`config.mk`:
```
export PLATFORM = sky130hd
export DESIGN_NAME = sorted_key_table_core
export DESIGN_NICKNAME = d
export VERILOG_FILES = /design/src/rtl/core/skt_pkg.sv /design/src/rtl/core/sorted_key_table_core.sv /design/src/rtl/core/skt_ctrl.sv /design/src/rtl/core/skt_dpath.sv
export SDC_FILE = /design/constraint.sdc
export NUM_CORES = 2
export LEC_CHECK = 0
export BUFFER_PORTS_ARGS = -buffer_cell sky130_fd_sc_hd__buf_2
export CAP_MARGIN = 20
export CORE_UTILIZATION = 58
export DETAILED_ROUTE_END_ITERATION = 10
export PLACE_DENSITY = 0.75
export REMOVE_ABC_BUFFERS = 1
export SLEW_MARGIN = 20
export SYNTH_ARGS = -nofsm -noshare
export SYNTH_HDL_FRONTEND = slang
export SYNTH_SLANG_ARGS = --single-unit
export TNS_END_PERCENT = 100
```
`constraint.sdc`:
```
create_clock -name clk -period 25.9 [get_ports clk]
set_clock_uncertainty 0.2 [all_clocks]
set_input_delay 5.18 -clock clk [delete_from_list [all_inputs] [get_ports clk]]
set_output_delay 5.18 -clock clk [all_outputs]
set_load 0.03 [all_outputs]
```
`src/rtl/core/skt_pkg.sv`:
```
`timescale 1ns / 1ps
// ----------------------------------------------------------------------------
// skt_pkg: shared definitions for the sorted key table
// Sizes, operation and status codes, and the command and status bundles
// passed between the controller and the datapath.
// ----------------------------------------------------------------------------
package skt_pkg;

	// Table sizing
	localparam int CAPACITY  = 16;
	localparam int KEY_BITS  = 32;
	localparam int DATA_BITS = 32;

	// Port fields are 32 bits wide; stored widths never exceed that
	localparam int KEY_W  = (KEY_BITS < 32) ? KEY_BITS : 32;
	localparam int DATA_W = (DATA_BITS < 32) ? DATA_BITS : 32;
	localparam int IDX_W  = (CAPACITY > 1) ? $clog2(CAPACITY) : 1;
	localparam int CNT_W  = $clog2(CAPACITY + 1);

	// Operation codes
	localparam logic [1:0] MODE_INSERT = 2'd0;
	localparam logic [1:0] MODE_REMOVE = 2'd1;
	localparam logic [1:0] MODE_LOOKUP = 2'd2;
	localparam logic [1:0] MODE_ENUM   = 2'd3;

	// Result status codes
	localparam logic [2:0] ST_OK       = 3'd0;
	localparam logic [2:0] ST_NOTFOUND = 3'd1;
	localparam logic [2:0] ST_DUP      = 3'd2;
	localparam logic [2:0] ST_FULL     = 3'd3;
	localparam logic [2:0] ST_EMPTY    = 3'd4;

	// Controller to datapath
	typedef struct packed {
		logic load;         // capture request, open search window
		logic search_step;  // one binary search step
		logic resolve;      // apply insert/remove/lookup and emit result
		logic enum_step;    // emit one entry of the enumeration
	} skt_cmd_t;

	// Datapath to controller
	typedef struct packed {
		logic search_done;  // search window has closed
		logic enum_last;    // current enumeration result is the final one
	} skt_stat_t;

endpackage

```
`src/rtl/core/sorted_key_table_core.sv`:
```
`timescale 1ns / 1ps
// ----------------------------------------------------------------------------
// sorted_key_table_core: ordered key/payload table with binary search
// Insert, remove, lookup and enumerate over up to CAPACITY entries kept in
// ascending key order.
// ----------------------------------------------------------------------------
// A request is taken when start is high and busy is low. Insert, remove and
// lookup run a binary search over the filled entries, one step a cycle, and a
// resolve step, holding busy through both, and give one result on the cycle
// after resolve; insert and remove shift all entry lanes together at resolve.
// Enumerate holds busy while it gives one result per cycle in ascending key
// order, the final one marked by last, or one result with status empty on an
// empty table. Each result is valid for exactly one cycle while strobe is
// high; the receiver cannot stall it, and a new request may be taken in the
// cycle the last result of the previous one is shown.
// ----------------------------------------------------------------------------
module sorted_key_table_core import skt_pkg::*; (
	input  logic        clk,
	input  logic        arst_n,
	input  logic        start,
	output logic        busy,
	input  logic [1:0]  mode,
	input  logic [31:0] key,
	input  logic [31:0] payload,
	output logic        strobe,
	output logic [2:0]  status,
	output logic        found,
	output logic [31:0] entry_key,
	output logic [31:0] entry_data,
	output logic        last,
	output logic [6:0]  entries
);

	skt_cmd_t  cmd;
	skt_stat_t stat;

	// Sequence operations
	skt_ctrl u_ctrl (
		.clk    (clk),
		.arst_n (arst_n),
		.start  (start),
		.mode   (mode),
		.stat   (stat),
		.cmd    (cmd),
		.busy   (busy)
	);

	// Store entries and form results
	skt_dpath u_dpath (
		.clk        (clk),
		.arst_n     (arst_n),
		.mode       (mode),
		.key        (key),
		.payload    (payload),
		.cmd        (cmd),
		.stat       (stat),
		.strobe     (strobe),
		.status     (status),
		.found      (found),
		.entry_key  (entry_key),
		.entry_data (entry_data),
		.last       (last),
		.entries    (entries)
	);

endmodule

```
`src/rtl/core/skt_ctrl.sv`:
```
`timescale 1ns / 1ps
// ----------------------------------------------------------------------------
// skt_ctrl: sequencing for the sorted key table
// Accepts a request, runs the binary search and resolve steps or the
// enumeration sweep, and reports busy while an operation is in progress.
// ----------------------------------------------------------------------------
module skt_ctrl import skt_pkg::*; (
	input  logic       clk,
	input  logic       arst_n,
	input  logic       start,
	input  logic [1:0] mode,
	input  skt_stat_t  stat,
	output skt_cmd_t   cmd,
	output logic       busy
);

	localparam logic [1:0] S_IDLE   = 2'd0;
	localparam logic [1:0] S_SEARCH = 2'd1;
	localparam logic [1:0] S_ENUM   = 2'd2;

	logic [1:0] state_q;
	logic [1:0] state_nx;

	// Decode next state and datapath commands
	always_comb begin
		state_nx = state_q;
		cmd      = '0;
		case (state_q)
			S_IDLE: begin
				if (start) begin
					cmd.load = 1'b1;
					state_nx = (mode == MODE_ENUM) ? S_ENUM : S_SEARCH;
				end
			end
			S_SEARCH: begin
				if (stat.search_done) begin
					cmd.resolve = 1'b1;
					state_nx    = S_IDLE;
				end else begin
					cmd.search_step = 1'b1;
				end
			end
			S_ENUM: begin
				cmd.enum_step = 1'b1;
				if (stat.enum_last) begin
					state_nx = S_IDLE;
				end
			end
			default: begin
				state_nx = S_IDLE;
			end
		endcase
	end

	// Hold state
	always_ff @(posedge clk or negedge arst_n) begin
		if (!arst_n) begin
			state_q <= S_IDLE;
		end else begin
			state_q <= state_nx;
		end
	end

	assign busy = (state_q != S_IDLE);

	// A request is only taken from idle
	a_load_idle: assert property (@(posedge clk) disable iff (!arst_n)
		cmd.load |-> (state_q == S_IDLE))
		else $error("load issued outside idle");

	// Resolve returns the controller to idle on the next cycle
	a_resolve_ends: assert property (@(posedge clk) disable iff (!arst_n)
		cmd.resolve |=> (state_q == S_IDLE))
		else $error("controller did not return to idle after resolve");

	// Commands are mutually exclusive
	a_cmd_onehot: assert property (@(posedge clk) disable iff (!arst_n)
		$onehot0(cmd))
		else $error("more than one datapath command active");

endmodule

```
`src/rtl/core/skt_dpath.sv`:
```
`timescale 1ns / 1ps
// ----------------------------------------------------------------------------
// skt_dpath: storage and result logic for the sorted key table
// Holds the ordered key and data lanes, the fill count, the binary search
// window and the registered result outputs.
// ----------------------------------------------------------------------------
module skt_dpath import skt_pkg::*; (
	input  logic        clk,
	input  logic        arst_n,
	input  logic [1:0]  mode,
	input  logic [31:0] key,
	input  logic [31:0] payload,
	input  skt_cmd_t    cmd,
	output skt_stat_t   stat,
	output logic        strobe,
	output logic [2:0]  status,
	output logic        found,
	output logic [31:0] entry_key,
	output logic [31:0] entry_data,
	output logic        last,
	output logic [6:0]  entries
);

	// Entry lanes, in ascending key order below the fill count
	logic [KEY_W-1:0]  key_q  [CAPACITY];
	logic [DATA_W-1:0] data_q [CAPACITY];
	logic [CNT_W-1:0]  fill_q;

	// Request and search window
	logic [1:0]        mode_q;
	logic [KEY_W-1:0]  kin_q;
	logic [DATA_W-1:0] din_q;
	logic [CNT_W-1:0]  lo_q;
	logic [CNT_W-1:0]  hi_q;
	logic [CNT_W-1:0]  idx_q;

	// Result registers
	logic              strobe_q;
	logic [2:0]        status_q;
	logic              found_q;
	logic [31:0]       ekey_q;
	logic [31:0]       edata_q;
	logic              last_q;
	logic [6:0]        entries_q;

	logic [CNT_W-1:0]  mid;
	logic [CNT_W-1:0]  rd_sel;
	logic [IDX_W-1:0]  rd_addr;
	logic [KEY_W-1:0]  rd_key;
	logic [DATA_W-1:0] rd_data;
	logic              hit;
	logic              do_ins;
	logic              do_rem;
	logic [2:0]        res_status;
	logic              res_found;
	logic [CNT_W-1:0]  fill_nx;

	// Midpoint of the search window
	assign mid = CNT_W'(({1'b0, lo_q} + {1'b0, hi_q}) >> 1);

	// Single read port: enumeration index, search midpoint or final position
	always_comb begin
		if (cmd.enum_step) begin
			rd_sel = idx_q;
		end else if (cmd.search_step) begin
			rd_sel = mid;
		end else begin
			rd_sel = lo_q;
		end
	end

	assign rd_addr = rd_sel[IDX_W-1:0];
	assign rd_key  = key_q[rd_addr];
	assign rd_data = data_q[rd_addr];

	assign stat.search_done = (lo_q >= hi_q);
	assign stat.enum_last   = (fill_q == '0) || (CNT_W'(idx_q + 1'b1) == fill_q);

	// Decide the outcome once the lower bound is known
	assign hit = (lo_q < fill_q) && (rd_key == kin_q);

	always_comb begin
		do_ins     = 1'b0;
		do_rem     = 1'b0;
		res_status = ST_NOTFOUND;
		res_found  = 1'b0;
		case (mode_q)
			MODE_INSERT: begin
				if (kin_q == '0) begin
					res_status = ST_NOTFOUND;
				end else if (hit) begin
					res_status = ST_DUP;
				end else if (fill_q == CNT_W'(CAPACITY)) begin
					res_status = ST_FULL;
				end else begin
					res_status = ST_OK;
					do_ins     = 1'b1;
				end
			end
			MODE_REMOVE: begin
				if (hit) begin
					res_status = ST_OK;
					do_rem     = 1'b1;
				end
			end
			MODE_LOOKUP: begin
				if (hit) begin
					res_status = ST_OK;
					res_found  = 1'b1;
				end
			end
			default: begin
				res_status = ST_NOTFOUND;
			end
		endcase
	end

	always_comb begin
		fill_nx = fill_q;
		if (do_ins) begin
			fill_nx = CNT_W'(fill_q + 1'b1);
		end else if (do_rem) begin
			fill_nx = CNT_W'(fill_q - 1'b1);
		end
	end

	// Capture request and advance the search window
	always_ff @(posedge clk) begin
		if (cmd.load) begin
			mode_q <= mode;
			kin_q  <= key[KEY_W-1:0];
			din_q  <= payload[DATA_W-1:0];
			lo_q   <= '0;
			hi_q   <= fill_q;
			idx_q  <= '0;
		end else begin
			if (cmd.search_step) begin
				if (rd_key < kin_q) begin
					lo_q <= CNT_W'(mid + 1'b1);
				end else begin
					hi_q <= mid;
				end
			end
			if (cmd.enum_step) begin
				idx_q <= CNT_W'(idx_q + 1'b1);
			end
		end
	end

	// Hold fill count
	always_ff @(posedge clk or negedge arst_n) begin
		if (!arst_n) begin
			fill_q <= '0;
		end else if (cmd.resolve) begin
			fill_q <= fill_nx;
		end
	end

	// Shift lanes up on insert, down on remove
	for (genvar g = 0; g < CAPACITY; g++) begin : g_lane
		logic above;
		logic at_pos;
		assign above  = (CNT_W'(g) > lo_q);
		assign at_pos = (CNT_W'(g) == lo_q);

		always_ff @(posedge clk) begin
			if (cmd.resolve && do_ins) begin
				if (at_pos) begin
					key_q[g]  <= kin_q;
					data_q[g] <= din_q;
				end else if (above) begin
					key_q[g]  <= key_q[(g > 0) ? g - 1 : 0];
					data_q[g] <= data_q[(g > 0) ? g - 1 : 0];
				end
			end else if (cmd.resolve && do_rem) begin
				if ((above || at_pos) && (g + 1 < CAPACITY)) begin
					key_q[g]  <= key_q[(g + 1 < CAPACITY) ? g + 1 : g];
					data_q[g] <= data_q[(g + 1 < CAPACITY) ? g + 1 : g];
				end
			end
		end
	end

	// Result strobe
	always_ff @(posedge clk or negedge arst_n) begin
		if (!arst_n) begin
			strobe_q <= 1'b0;
		end else begin
			strobe_q <= cmd.resolve | cmd.enum_step;
		end
	end

	// Result payload
	always_ff @(posedge clk) begin
		if (cmd.resolve) begin
			status_q  <= res_status;
			found_q   <= res_found;
			ekey_q    <= res_found ? 32'(rd_key) : '0;
			edata_q   <= res_found ? 32'(rd_data) : '0;
			last_q    <= 1'b1;
			entries_q <= 7'(fill_nx);
		end else if (cmd.enum_step) begin
			found_q   <= 1'b0;
			entries_q <= 7'(fill_q);
			last_q    <= stat.enum_last;
			if (fill_q == '0) begin
				status_q <= ST_EMPTY;
				ekey_q   <= '0;
				edata_q  <= '0;
			end else begin
				status_q <= ST_OK;
				ekey_q   <= 32'(rd_key);
				edata_q  <= 32'(rd_data);
			end
		end
	end

	assign strobe     = strobe_q;
	assign status     = status_q;
	assign found      = found_q;
	assign entry_key  = ekey_q;
	assign entry_data = edata_q;
	assign last       = last_q;
	assign entries    = entries_q;

	// Fill count stays within capacity
	a_fill_range: assert property (@(posedge clk) disable iff (!arst_n)
		fill_q <= CNT_W'(CAPACITY))
		else $error("fill count above capacity");

	// Search window lies within the filled part
	a_search_window: assert property (@(posedge clk) disable iff (!arst_n)
		cmd.search_step |-> (lo_q < hi_q) && (hi_q <= fill_q))
		else $error("search window out of range");

	// A successful insert grows the table by one
	a_insert_grows: assert property (@(posedge clk) disable iff (!arst_n)
		(strobe_q && mode_q == MODE_INSERT && status_q == ST_OK)
			|-> (fill_q == CNT_W'($past(fill_q) + 1'b1)))
		else $error("insert did not grow the table");

	// Enumeration emits keys in strictly ascending order
	a_enum_order: assert property (@(posedge clk) disable iff (!arst_n)
		(strobe_q && $past(strobe_q) && !$past(last_q) && mode_q == MODE_ENUM)
			|-> (ekey_q > $past(ekey_q)))
		else $error("enumeration out of order");

endmodule

```
==> flow_summary.toml <==
[run_status]
status = "finished, final reports clean"

[timing]
period_needed_ns = 10.27
slew_headroom_pct = 18.1
fmax_ghz = 0.0974
finalSetupTns_ns = 0
setup_violations = 0
finalCritPeriodShare_pct = 39.7
worst_slack_ns = 15.63
maxSlewViolCount = 0
tightest_slew_ns = 1.23
hold_violations = 0
rsz0062_at_grt = "false"

[synthesis]
yosys_register_bits = 1187
synthArstFlopShare_pct = 0.674
yosys.cell_types.count = 72
ys_seq_area_share_pct = 53.3
synth_edf_count = 1168
syn_area_um2 = 66600
syn_area_per_cell_um2 = 12.2
synth_flop_cell = "edfxtp_1"
syn_inst = 5478
synth_warnings = 0

[global_routing]
grtUsageTotal_pct = 35.3
grt_pass1_vias = 47091
grt_max_degree = 110
antenna_found_initial = 5
grt_pass1_wl_um = 306000
gr-total-overflow = 0

[cts]
cts_hold_buf = 0
clock-sinks = 1187
postCtsResizedCells = 0
clockBufferDepth = 3
htree_levels = 4
post-cts-setup-buffer-count = 0
clkLatencyLatePin_ns = 0.77
cts_tree = "built"
clkTransAtPathRegs_ns = 0.07
clock-root-buffer = "clkbuf_16"
cts_made_buffers = 134

[hold_path]
whs_endpoint = "u_dpath.last"
whs_path_depth = 1
holdCritStartpoint = "u_dpath.last"
worst_hold_path_type = "reg2reg"

[route]
wire_per_inst_um = 29.7
ant_nets = 0
drc_errors = 0
drt_pre_antenna_iters = 9
wirelength_um = 207000
drtIter0Drc = 7102
num_vias = 48675
via_per_inst = 6.98

[placed_design]
gp_congestion = 0.895
hpwl_um = 115000
dp_slack_ns = 16.04
io_buffers = 144

[worst_setup_path]
crit_arrival_ns = 10.45
worstRegToRegCells = 21
cp.required_ns = 26.07
timing.critical_path.from_type = "register"
timing.rr.end = "u_dpath.data_q[5][4]"
crit_fanout = 53
r2r_start = "u_dpath.lo_q[0]"
reg2reg_slack_ns = 15.63
critPathKind = "reg2reg"
cp-end-kind = "register"

[floorplan]
die_y_um = 341
die_w_um = 341
fp-row-count = 123
dieArea_um2 = 116000
io_pins = 147
coreArea_um2 = 113000
start_util_pct = 58.9

[cells_and_area]
fill_cells = 8540
nNetsFinal = 5492
drive_gt1_share_pct = 15.1
layout_common_cells = "edfxtp_1 (1168), mux2i_1 (1029), nor2_1 (895), a21oi_1 (891), mux4_2 (249)"
post-route-util_pct = 63.9
syn2layout_area_growth_pct = 8.60
final_common_cell = "edfxtp_1"

[power_and_ir_drop]
power.density_nw_per_um2 = 148
peakVddDrop_mv = 0.300
power_frac_clock_pct = 17.8
power_switching_mw = 4.60
seqPwrFrac_pct = 25.9
p_sw_share_pct = 42.9
p_leak_nw = 28.5
power.internal_mw = 6.13
pwr-share-comb_pct = 56.3

[run]
cap_violations = 0
[cells by family (layout without fill, tap and decap cells)]
kind of cell / Yosys count / after routing / synth area share, %
fa+ha+maj: 55 / 55 / 1.04
mux: 1377 / 1377 / 25.6
xor+xnor: 17 / 17 / 0.224
simple gates: 1163 / 1163 / 6.97
compound gates: 1143 / 1143 / 9.08
other cells: 1 / 3 / 0.00563
buf+inv: 535 / 526 / 3.81
flops: 1187 / 1187 / 53.3
[metrics by stage]
| step | total power, mW | area [um^2] | cells | hold slack (ns) |
|---|---|---|---|---|
| 2_1_floorplan | 7.65 | 64200 | 4993 | 0.289 |
| 3_3_place_gp | 8.63 | 68000 | 6730 | 0.249 |
| 3_5_place_dp | 8.69 | 68000 | 6731 | 0.259 |
| 4_1_cts | 10.6 | 72300 | 6969 | 0.273 |
| 5_1_grt | 11.1 | 72300 | 6970 | 0.301 |
| 6_report | 10.7 | 72300 | 6971 | 0.277 |
[state kept, by name, summed over array words and instances (netlist names), 2 cells and up]
name and count:
u_dpath.idx_q 5, u_dpath.mode_q 2, u_ctrl.state_q 2, u_dpath.data_q 512, u_dpath.entries 5, u_dpath.kin_q 32, u_dpath.status 3, u_dpath.fill_q 5
u_dpath.entry_key 32, u_dpath.din_q 32, u_dpath.hi_q 5, u_dpath.key_q 512, u_dpath.entry_data 32, u_dpath.lo_q 5
[cells in the mapped netlist (3+ instances only)]
cell type,count,area (um^2)
edfxtp_1,1168,35100
mux2i_1,1029,10300
nor2_1,902,3390
a21oi_1,891,4460
mux4_2,249,5610
clkbuf_1,208,781
buf_2,171,856
nand2_1,147,552
o21ai_0,118,591
mux2_2,99,1110
o22ai_1,62,388
buf_4,58,435
ha_1,54,676
inv_1,48,180
buf_1,35,131
nand3_1,21,105
nand4_1,15,93.8
nor3_1,15,75.1
nor2b_1,13,81.3
buf_6,12,135
dfxtp_1,11,220
nor4_1,11,68.8
a21o_1,10,75.1
o211ai_1,10,75.1
and3_1,9,56.3
xnor2_1,9,78.8
dfrtp_1,8,200
xor2_1,8,70.1
o21a_1,7,52.6
a211o_1,5,43.8
a211oi_1,5,37.5
a31oi_1,5,31.3
nand2b_1,4,25.0
a2111oi_0,3,26.3
a221o_1,3,30.0
and2_1,3,18.8
nand2_2,3,18.8
nand3b_1,3,22.5
nor3b_1,3,22.5
o211a_1,3,30.0
[layout make-up]
| type | count | area [um^2] | area share, % |
|---|---|---|---|
| Inverter | 49 | 186 | 0.258 |
| Multi-Input combinational cell | 3757 | 29000 | 40.1 |
| Clock buffer | 173 | 3640 | 5.03 |
| Tap cell | 1500 | 1880 | 2.60 |
| Sequential cell | 1187 | 35500 | 49.1 |
| Timing Repair Buffer | 239 | 1500 | 2.07 |
| Antenna cell | 1 | 2.50 | 0.00346 |
| Clock inverter | 65 | 627 | 0.867 |
[worst max-delay path by stage]
stage                                from                     to  slack, ns  cells past startpoint
after floorplan           u_dpath.lo_q[2]   u_dpath.data_q[1][0]       1.97                     17
after global placement    u_dpath.lo_q[0]  u_dpath.data_q[5][13]      16.10                     21
after detailed placement  u_dpath.lo_q[0]   u_dpath.data_q[5][4]      16.04                     21
after CTS                 u_dpath.lo_q[0]   u_dpath.data_q[5][4]      16.01                     21
after global routing      u_dpath.lo_q[0]   u_dpath.data_q[5][4]      15.43                     21
final                     u_dpath.lo_q[0]   u_dpath.data_q[5][4]      15.63                     21
[worst max-delay path: stages, from the launching register on]
cell	delay (ns)
dfxtp_1	0.72
inv_1	0.20
ha_1	0.33
nor2b_1	0.07
o2111a_1	0.30
nor3_1	0.36
a221o_4	0.88
buf_4	0.81
buf_4	0.76
mux4_2	0.40
mux2i_1	0.33
mux2i_1	0.13
ha_1	0.36
nand4_1	0.12
nor2_1	0.60
and3_1	0.32
o211a_1	0.20
and3_1	0.20
buf_4	0.34
nand3_4	0.58
nand2_4	0.75
buf_4	0.70
[power groups by stage]
stage                     Combinational [mW]  Clock [mW]  Sequential, mW
after CTS                               5.91        1.91            2.77
after floorplan                         4.76           0            2.89
after detailed placement                5.88           0            2.81
after global placement                  5.83           0            2.80
final                                   6.04        1.91            2.78
after global routing                    6.28        1.98            2.80
[per-layer routing]
layer,global-route usage [%],up-vias,wire [um]
met2,53.1,3760,92000
met1,49.0,23835,77900
li1,-,20458,-
met5,0,-,60
met3,9.38,612,28300
met4,14.4,10,8620
Power figures use the tool's default switching activity.
